$ cat config.mk
export PLATFORM = sky130hd
export DESIGN_NAME = ssi_ctrl
export DESIGN_NICKNAME = d
export VERILOG_FILES = /design/src/sv/ssi_pkg.sv /design/src/sv/ssi_ctrl.sv
export SDC_FILE = /design/constraint.sdc
export NUM_CORES = 1
export LEC_CHECK = 0
export BUFFER_PORTS_ARGS = -buffer_cell sky130_fd_sc_hd__buf_2
export CORE_AREA = 4 4 41 43
export CTS_BUF_LIST = sky130_fd_sc_hd__clkbuf_2 sky130_fd_sc_hd__clkbuf_4 sky130_fd_sc_hd__clkbuf_8
export DETAILED_ROUTE_END_ITERATION = 10
export DIE_AREA = 0 0 45 47
export PLACE_DENSITY = 0.44
export SLEW_MARGIN = 10
export SYNTH_ARGS = -nofsm -noshare
export SYNTH_HDL_FRONTEND = slang
export SYNTH_SLANG_ARGS = --single-unit
$ cat constraint.sdc
create_clock -name clk -period 4.6 [get_ports clk]
set_input_delay 0.92 -clock clk [delete_from_list [all_inputs] [get_ports clk]]
set_output_delay 0.92 -clock clk [all_outputs]
set_load 0.05 [all_outputs]
$ cat src/sv/ssi_pkg.sv
`default_nettype none

package ssi_pkg;

    localparam int VALUE_W = 32;
    localparam int INDEX_W = 16;

    localparam logic [INDEX_W-1:0] MATCH_MAX = {INDEX_W{1'b1}};

    localparam logic CMD_LOAD  = 1'b0;
    localparam logic CMD_PROBE = 1'b1;

    typedef enum logic [1:0] {
        ST_IDLE,
        ST_FETCH,
        ST_SCAN,
        ST_EMIT
    } state_t;

    // controller to datapath
    typedef struct packed {
        logic load_en;
        logic probe_start;
        logic rd_en;
        logic emit;
    } ctrl_cmd_t;

    // datapath to controller
    typedef struct packed {
        logic ref_empty;
        logic eq;
        logic gt;
        logic last;
        logic out_free;
    } ctrl_status_t;

endpackage

`default_nettype wire

$ cat src/sv/ssi_ctrl.sv
`default_nettype none

module ssi_ctrl (
    input  wire logic                  clk,
    input  wire logic                  rst_n,
    input  wire logic                  in_valid,
    input  wire logic                  in_cmd,
    output logic                       in_ready,
    input  wire ssi_pkg::ctrl_status_t status,
    output ssi_pkg::ctrl_cmd_t         ctrl
);

    ssi_pkg::state_t state_reg;
    ssi_pkg::state_t state_next;

    always_ff @(posedge clk or negedge rst_n)
    begin
        if (!rst_n)
        begin
            state_reg <= ssi_pkg::ST_IDLE;
        end
        else
        begin
            state_reg <= state_next;
        end
    end

    always_comb
    begin
        state_next       = state_reg;
        in_ready         = 1'b0;
        ctrl.load_en     = 1'b0;
        ctrl.probe_start = 1'b0;
        ctrl.rd_en       = 1'b0;
        ctrl.emit        = 1'b0;
        unique case (state_reg)
            ssi_pkg::ST_IDLE:
            begin
                in_ready = 1'b1;
                if (in_valid)
                begin
                    if (in_cmd == ssi_pkg::CMD_PROBE)
                    begin
                        ctrl.probe_start = 1'b1;
                        if (!status.ref_empty)
                        begin
                            state_next = ssi_pkg::ST_FETCH;
                        end
                    end
                    else
                    begin
                        ctrl.load_en = 1'b1;
                    end
                end
            end
            ssi_pkg::ST_FETCH:
            begin
                ctrl.rd_en = 1'b1;
                state_next = ssi_pkg::ST_SCAN;
            end
            ssi_pkg::ST_SCAN:
            begin
                if (status.eq)
                begin
                    state_next = ssi_pkg::ST_EMIT;
                end
                else if (status.gt || status.last)
                begin
                    state_next = ssi_pkg::ST_IDLE;
                end
                else
                begin
                    ctrl.rd_en = 1'b1;
                end
            end
            ssi_pkg::ST_EMIT:
            begin
                if (status.out_free)
                begin
                    ctrl.emit  = 1'b1;
                    state_next = ssi_pkg::ST_IDLE;
                end
            end
            default:
            begin
                state_next = ssi_pkg::ST_IDLE;
            end
        endcase
    end

endmodule

`default_nettype wire

* Word level (Yosys, flattened, before mapping) *
Cells that the tools add are included.

storage, ports and cells
  register bits = 2
  output and inout port bits = 5
  logic and storage cells = 29

operators by class
  eq/ne operators = 8
  mux-type cells = 17
  reduce and logical (&&, ||, !) cells = 3

operators by type and width
  operator                                             number
  two-way mux 2 bit                                    8
  != test 2 bit, second input constant                 4
  one-hot mux 2 bit (4 select lines)                   1
  two-way mux 1 bit                                    7
  AND reduction 5 bit                                  1
  equality test 2 bit, second input constant           2
  != test 3 bit, second input constant                 1
  equality test 2 x 1 -> 1 bit, second input constant  1
  logical NOT 2 bit                                    1
  one-hot mux 1 bit (2 select lines)                   1
  logical OR 1 bit                                     1

* Longest topological paths before layout *
Gate-level depths: netlist of the first run.

  word-level depth = 4
  depth in mapped cells = 6
  mapped depth without buffers = 6

* Worst setup path after synthesis of the first run *
OpenSTA, ideal clock, no wires.

  path kind = register to output
  start point = register state_reg[0]
  end point = output port ctrl[3] (netlist name)
  arrival time = 1764 ps
  data required time = 3680 ps
  path slack = 1916 ps
  cell stages (with the launch flop) = 5
  buffers on the path = 0
  cells stage by stage = dfrtp_1 inv_1 ha_1 nand2_1 nor2_1

RTL lines
  element                 line            source
  from (decl)             ssi_ctrl.sv:13  ssi_pkg::state_t state_reg;
  from (signal assigned)  ssi_ctrl.sv:20  state_reg <= ssi_pkg::ST_IDLE;
  from (signal assigned)  ssi_ctrl.sv:24  state_reg <= state_next;
  to (decl)               ssi_ctrl.sv:10  output ssi_pkg::ctrl_cmd_t ctrl

==> results.json, run 1 <==
{
  "leakagePower_nw": 0.186,
  "grt-ovfl-total": 0,
  "postRouteAntennaNets": 0,
  "syn_nets": 40,
  "die_h_um": 47,
  "clkLatencyLatePin_ps": 220,
  "slew_viol_final": 0,
  "cts_tree": "built",
  "cpMostUsedCell": "buf_2",
  "antenna_found_initial": 0,
  "initial_utilization": 0.194,
  "hp-class": "input pin to async pin",
  "cts_root_buf": "clkbuf_4",
  "clockBufferDepth": 2,
  "final_nets": 58,
  "critPathSlowestCell": "nor4b_4",
  "postSynthAreaPerCell_um2": 9.72,
  "cap_violations": 0,
  "setup_viol": 0,
  "fp-row-count": 13,
  "die_width_um": 45,
  "drc": 0,
  "worstPathRequired_ps": 3680,
  "vias": 247,
  "clock_skew_ps": 2.57,
  "r2r-end": "state_reg[1]",
  "ir_worst_vdd_mv": 0.206,
  "tns_ps": 0,
  "period_share": 0.592,
  "die-area_mm2": 0.00212,
  "max_freq_mhz": 367,
  "syn_inst": 26,
  "final_cell_mix": "13 x buf_2, 5 x ha_1, 3 x a21oi_1, 3 x clkbuf_4",
  "cp_max_fo": 3,
  "antenna_cells": 0,
  "gr-usage-all-layers": 0.0639,
  "grt_pass1_wl_um": 1000,
  "slew_headroom": 0.784,
  "cts.sinks": 2,
  "critPathTopFamily": "simple AND/OR/NAND/NOR gates",
  "final_common_cell": "buf_2",
  "yosysSeqAreaShare": 0.198,
  "stdcell_count": 57,
  "cts_buffers": 3,
  "grt_pass1_vias": 270,
  "critPathBufInv": 2,
  "io_buffers": 13,
  "yosysTopAreaCell": "ha_1",
  "placed_cells": 54,
  "power_density_mw_per_mm2": 689,
  "vias_per_cell": 4.33,
  "path_cells": "buf_2 > nor4b_4 > o21a_1 > buf_2",
  "syn_area_um2": 253,
  "worstRegToRegCells": 6,
  "status": "finished clean",
  "worstPathArrival_ps": 1800,
  "largest_reg_flops": 2,
  "dr.first_iter.drc_count": 2,
  "synth_cell_types": 16,
  "drive_gt1_frac": 0.429,
  "yosysWarnings": 0,
  "crit_path_end_kind": "output port",
  "htree_levels": 1,
  "areaGrowthSynthToFinish_pct": 42.1,
  "cts_hold_buf": 0,
  "cts-resized-gates": 0,
  "wl_per_cell_um": 9.02,
  "slowest_delay_ps": 370,
  "grt_max_degree": 6,
  "grt_setup_unrepaired": "no",
  "synth-seq-cells": 2,
  "drt-pass1-iter-count": 3,
  "synthTopCellsByArea": "ha_1 25%, dfrtp_1 20%, a2111oi_4 11%, nor4b_4 9.4%, a21oi_1 5.9%",
  "finalHoldViolations": 0,
  "synth_top_area_frac": 0.248,
  "io_pins": 14,
  "worst_pin_slew_ps": 323,
  "startpoint_type": "input pin",
  "rrSetupSlack_ps": 2990,
  "fin_crit_ps": 2720,
  "gp_congestion": 0.665,
  "drt_wl_total_um": 514,
  "clk_pin_slew_worst_paths_ps": 30,
  "r2r-start": "state_reg[0]",
  "crit_type": "input pin to output port",
  "dp_hpwl_um": 464,
  "postCtsSetupRepairBufs": 0,
  "core_mm2": 0.00130
}
-- logic make-up (layout without fill, tap and decap cells) --
family / after synthesis / after routing / synth area share
flip-flops: 2 / 2 / 0.198
adder cells (fa/ha/maj): 5 / 5 / 0.248
buffers and inverters: 3 / 19 / 0.0446
AO/OA/AOI/OAI: 8 / 8 / 0.282
AND/OR/NAND/NOR: 8 / 8 / 0.228
-- where the power goes --
group / internal [mW] / switching (mW) / total (mW)
sequential: 0.0275 / 0.0131 / 0.0406
combinational: 0.0606 / 0.108 / 0.169
clock: 0.0287 / 0.00912 / 0.0378
-- stage by stage --
step | setup slack [ps] | cell area, µm² | hold WS [ps] | util | power [mW]
4_1_cts | 1870 | 359 | 476 | 0.276 | 0.252
3_5_place_dp | 1880 | 337 | 555 | 0.259 | 0.214
5_1_grt | 1790 | 359 | 475 | 0.276 | 0.273
2_1_floorplan | 1920 | 253 | 500 | - | 0.178
3_3_place_gp | 1880 | 337 | 551 | 0.259 | 0.214
6_report | 1880 | 359 | 477 | 0.276 | 0.247
-- layout make-up --
| cell class | count | area (µm²) |
|---|---|---|
| clock buffers | 3 | 22.5 |
| fillers | 160 | 942 |
| inverters | 3 | 11.3 |
| well taps | 15 | 18.8 |
| repair buffers | 13 | 65.1 |
| multi-input cells | 21 | 191 |
| flip-flops and latches | 2 | 50.0 |
-- worst max path at each step --
stage              end          from  cells after the start  slack, ps
4_1_cts        ctrl[1]     status[1]                      4       1870
2_1_floorplan  ctrl[3]  state_reg[0]                      4       1920
6_report       ctrl[1]     status[1]                      4       1880
3_3_place_gp   ctrl[1]     status[1]                      4       1880
5_1_grt        ctrl[1]     status[1]                      4       1790
3_5_place_dp   ctrl[1]     status[1]                      4       1880
-- Yosys cell counts, drive strengths merged --
master / count
ha: 5
a21oi: 3
and2: 2
dfrtp: 2
inv: 2
nand2: 2
nor2: 2
a2111oi: 1
a211oi: 1
a21boi: 1
a31oi: 1
and3: 1
clkinv: 1
nor4b: 1
o21a: 1
-- routing by layer --
metal  GRT usage  part of all wire  vias to the layer above
li1            -                 -                      125
met3      0.0230             0.078                        0
met4      0.0175                 0                        0
met1      0.0703              0.39                      113
met2       0.116              0.53                        9
met5           0                 0                        -
No activity file was read; power rests on OpenSTA's default activity.
==> run 2, diff against run 1 <==
--- a/config.mk
+++ b/config.mk
@@ -10,7 +10,7 @@
 export CTS_BUF_LIST = sky130_fd_sc_hd__clkbuf_2 sky130_fd_sc_hd__clkbuf_4 sky130_fd_sc_hd__clkbuf_8
 export DETAILED_ROUTE_END_ITERATION = 10
 export DIE_AREA = 0 0 45 47
-export PLACE_DENSITY = 0.44
+export PLACE_DENSITY = 0.45
 export SLEW_MARGIN = 10
 export SYNTH_ARGS = -nofsm -noshare
 export SYNTH_HDL_FRONTEND = slang
==> constraint.sdc (replaced) <==
create_clock -name clk -period 2.2 [get_ports clk]
set_input_delay 0.44 -clock clk [delete_from_list [all_inputs] [get_ports clk]]
set_output_delay 0.44 -clock clk [all_outputs]
set_load 0.05 [all_outputs]
==> run 2 against run 1 <==
  * Highest routed layer unchanged
  * Die area is the same
  * Register-to-register slack lost 2500 ps
  * Sequential share of layout area shrank 0.74 points
  * Power grew 110%
  * Largest power group unchanged
  * Count of clock-buffer cells in the layout is the same
  * Cell count grew 3.5%
  * Worst setup slack lost 1700 ps
  * Clock power grew 100%
==> results.json, run 2 (same netlist as run 1, synthesis figures left out) <==
{
  "status": "finished clean",
  "htree_levels": 1,
  "grt_setup_unrepaired": "no",
  "drive_gt1_frac": 0.455,
  "areaGrowthSynthToFinish_pct": 50.0,
  "clkLatencyLatePin_ps": 220,
  "final_common_cell": "buf_2",
  "vias": 242,
  "tns_ps": 0,
  "clock_skew_ps": 2.62,
  "place_area_um2": 339,
  "vias_per_cell": 4.10,
  "setup_viol": 0,
  "cts_tree": "built",
  "fp-row-count": 13,
  "crit_type": "flip-flop to output port",
  "io_buffers": 13,
  "worst_pin_slew_ps": 312,
  "worstPathRequired_ps": 1760,
  "largest_reg_flops": 2,
  "grt-ovfl-total": 0,
  "worstPathArrival_ps": 1560,
  "slew_viol_final": 0,
  "die_width_um": 45,
  "dp_hpwl_um": 428,
  "drt_wl_total_um": 486,
  "cts-resized-gates": 0,
  "cts_root_buf": "clkbuf_4",
  "die_h_um": 47,
  "drc": 0,
  "wl_per_cell_um": 8.24,
  "multiInputGateArea_um2": 194,
  "cap_violations": 0,
  "dr.first_iter.drc_count": 0,
  "io_pins": 14,
  "leakagePower_nw": 0.195,
  "final_nets": 60,
  "initial_utilization": 0.194,
  "power_density_mw_per_mm2": 1370,
  "antenna_found_initial": 0,
  "grt_pass1_vias": 218,
  "clk_pin_slew_worst_paths_ps": 30,
  "final.fill_count": 150,
  "fin_crit_ps": 2000,
  "core_mm2": 0.00130,
  "gr-usage-all-layers": 0.0506,
  "final-seq-area_um2": 50.0,
  "drt-pass1-iter-count": 1,
  "antenna_cells": 0,
  "gp_congestion": 0.716,
  "startpoint_type": "flip-flop",
  "cts.sinks": 2,
  "clockBufferDepth": 2,
  "cts_buffers": 3,
  "finalHoldViolations": 0,
  "final_cell_mix": "13 x buf_2, 5 x ha_1, 3 x a21oi_1, 3 x clkbuf_4",
  "crit_path_end_kind": "output port",
  "postRouteAntennaNets": 0,
  "grt_pass1_wl_um": 814,
  "hp-class": "input pin to flip-flop",
  "period_share": 0.909,
  "die-area_mm2": 0.00212,
  "grt_max_degree": 6,
  "max_freq_mhz": 500,
  "slew_headroom": 0.792,
  "ir_worst_vdd_mv": 0.438,
  "cp_max_fo": 5,
  "design_area_um2": 379,
  "power.total_mw": 0.518
}
## run 2: cell count changes in the layout (fill, tap and decap cells not counted), sizes merged
cell	delta
buf	+1
dlygate4sd3	+1
## run 2: final cells by class
class	instances	share of cell area
repair buffers	15	0.218
well taps	15	0.0495
inverters	3	0.0297
flip-flops and latches	2	0.132
multi-input cells	21	0.512
clock buffers	3	0.0594
## run 2: what timing repair did
action / in CTS / in global routing
hold buffers: 1 / 0
setup endpoints to repair: 0 / 1
endpoints found under the hold margin: 2 / 0
buffers inserted: 0 / 1
## run 2: through the flow
stage | setup slack, ps | utilization | hold slack, ps | instances
after global placement | 313 | 0.261 | 226 | 54
final | 201 | 0.291 | 534 | 59
after global routing | 88.3 | 0.291 | 540 | 59
after detailed placement | 308 | 0.261 | 226 | 54
after CTS | 74.5 | 0.286 | 528 | 58
after floorplan | 191 | - | 144 | 26
## run 2: power breakdown
| part | switching (mW) | total, mW | internal (mW) |
|---|---|---|---|
| combinational | 0.229 | 0.359 | 0.130 |
| clock | 0.0160 | 0.0758 | 0.0598 |
| sequential | 0.0263 | 0.0838 | 0.0575 |
| total | 0.271 | 0.518 | 0.247 |
## run 2: per-layer routing
metal	up-vias	part of all wire	GRT usage	routed length, µm
met2	6	0.48	0.0847	232
li1	130	-	-	-
met5	-	0	0	0
met4	0	0	0.0175	0
met3	0	0.060	0.0115	29
met1	106	0.46	0.0636	223
## run 2: path summary, 6_finish.rpt
check	to	startpoint	depth (start not counted)	slack, ps
worst max-delay path	ctrl[1]	state_reg[0]	5	200
worst min-delay path	state_reg[1]	status[3]	3	530
worst max register to register	state_reg[1]	state_reg[0]	7	490
worst min register to register	state_reg[1]	state_reg[1]	1	550
max in group asynchronous	state_reg[0]	rst_n	2	1570
min in group asynchronous	state_reg[1]	rst_n	2	540
## run 2: critical path, cell delays in order, from the launching register on
cell     delay (ps)
dfrtp_1         420
inv_1           120
ha_1            190
nor4b_4         220
o21a_1          140
buf_2           250
==> run 3, diff against run 2 <==
--- a/config.mk
+++ b/config.mk
@@ -10,7 +10,6 @@
 export CTS_BUF_LIST = sky130_fd_sc_hd__clkbuf_2 sky130_fd_sc_hd__clkbuf_4 sky130_fd_sc_hd__clkbuf_8
 export DETAILED_ROUTE_END_ITERATION = 10
 export DIE_AREA = 0 0 45 47
-export PLACE_DENSITY = 0.45
 export SLEW_MARGIN = 10
 export SYNTH_ARGS = -nofsm -noshare
 export SYNTH_HDL_FRONTEND = slang
==> run 3 against run 2 <==
  * Maximum frequency shrank 0.25%
  * Sequential power is essentially flat
  * Highest routed layer unchanged
  * Clock power grew 8.4%
  * Wire length grew 8.6%
==> results.json, run 3 (same netlist as run 1, synthesis figures left out) <==
{
  "postRouteAntennaNets": 0,
  "gr-usage-all-layers": 0.0624,
  "vias": 241,
  "drc": 0,
  "hp-class": "input pin to flip-flop",
  "power_density_mw_per_mm2": 1380,
  "period_share": 0.911,
  "final_common_cell": "buf_2",
  "core_mm2": 0.00130,
  "max_freq_mhz": 499,
  "grt-ovfl-total": 0,
  "worstPathArrival_ps": 1560,
  "finalHoldViolations": 0,
  "clk_pin_slew_worst_paths_ps": 30,
  "die-area_mm2": 0.00212,
  "tns_ps": 0,
  "slew_headroom": 0.798,
  "final_cell_mix": "13 x buf_2, 5 x ha_1, 3 x a21oi_1, 3 x clkbuf_4",
  "cts_tree": "built",
  "fin_crit_ps": 2000,
  "grt_pass1_vias": 243,
  "worst_pin_slew_ps": 303,
  "initial_utilization": 0.194,
  "grt_setup_unrepaired": "no",
  "final_nets": 60,
  "slowest_delay_ps": 420,
  "setup_viol": 0,
  "startpoint_type": "flip-flop",
  "fin_util": 0.291,
  "largest_reg_flops": 2,
  "crit_path_end_kind": "output port",
  "cap_violations": 0,
  "wl_per_cell_um": 8.95,
  "io_buffers": 13,
  "dr.first_iter.drc_count": 0,
  "slew_viol_final": 0,
  "status": "finished clean",
  "vias_per_cell": 4.08,
  "cts-resized-gates": 0,
  "gp_congestion": 0.792,
  "fp-row-count": 13,
  "worstPathRequired_ps": 1760,
  "drt_wl_total_um": 528,
  "die_width_um": 45,
  "drive_gt1_frac": 0.455,
  "cp_max_fo": 5,
  "clockBufferDepth": 2,
  "ir_worst_vdd_mv": 0.581,
  "drt-pass1-iter-count": 1,
  "grt_pass1_wl_um": 897,
  "clock_skew_ps": 2.47,
  "io_pins": 14,
  "cts.sinks": 2,
  "die_h_um": 47,
  "antenna_cells": 0,
  "critPathSlowestCell": "dfrtp_1",
  "cts_root_buf": "clkbuf_4",
  "critPathTopFamily": "flip-flops",
  "path_cells": "inv_1 > ha_1 > nor4b_4 > o21a_1 > buf_2",
  "clkLatencyLatePin_ps": 230,
  "antenna_found_initial": 0,
  "crit_type": "flip-flop to output port",
  "dp_hpwl_um": 429,
  "cts_buffers": 3,
  "grt_max_degree": 6,
  "critPathBufInv": 2,
  "leakagePower_nw": 0.195,
  "areaGrowthSynthToFinish_pct": 50.0,
  "htree_levels": 1
}
[run 3: cell counts in the layout (fill, tap and decap cells not counted)]
Identical to the previous run, type by type.
[run 3: metrics by stage]
step	hold slack (ps)	total power [mW]	cell area [µm²]	cells	setup WS [ps]
after floorplan	144	0.375	255	26	191
after global placement	226	0.444	339	54	341
after detailed placement	226	0.439	339	54	312
after CTS	518	0.529	372	58	67.7
after global routing	547	0.578	379	59	87.3
final	523	0.524	379	59	196
[run 3: tightest hold or removal path: stages]
cell,delay [ps]
buf_2,130
nand2_1,60
a31oi_1,70
[run 3: what timing repair did]
item	4_1_cts	5_1_grt
setup endpoints to repair	0	1
setup buffers	0	1
hold buffers	1	0
endpoints found under the hold margin	2	0
[run 3: area by class of cell]
| class | count | area (µm²) |
|---|---|---|
| inverters | 3 | 11.3 |
| fillers | 160 | 922 |
| clock buffers | 3 | 22.5 |
| multi-input cells | 21 | 194 |
| flip-flops and latches | 2 | 50.0 |
| repair buffers | 15 | 82.6 |
| well taps | 15 | 18.8 |
[run 3: worst paths after layout]
| path | start | end | slack [ps] | depth (start not counted) |
|---|---|---|---|---|
| max in group asynchronous | rst_n | state_reg[0] | 1580 | 2 |
| min | status[3] | state_reg[1] | 520 | 3 |
| min reg2reg | state_reg[1] | state_reg[1] | 540 | 1 |
| max reg2reg | state_reg[0] | state_reg[1] | 490 | 7 |
| max | state_reg[0] | ctrl[1] | 200 | 5 |
| min in group asynchronous | rst_n | state_reg[1] | 530 | 2 |
[run 3: layer usage]
metal	wire, µm	share of wire	GRT usage
met5	0	0	0
met4	0	0	0.0702
met3	42	0.080	0.0153
met2	245	0.46	0.0989
met1	239	0.45	0.0636
[run 3: where the power goes]
| group | switching, mW | total [mW] | internal [mW] |
|---|---|---|---|
| clock network | 0.0219 | 0.0822 | 0.0603 |
| registers | 0.0260 | 0.0835 | 0.0575 |
| logic | 0.228 | 0.358 | 0.130 |
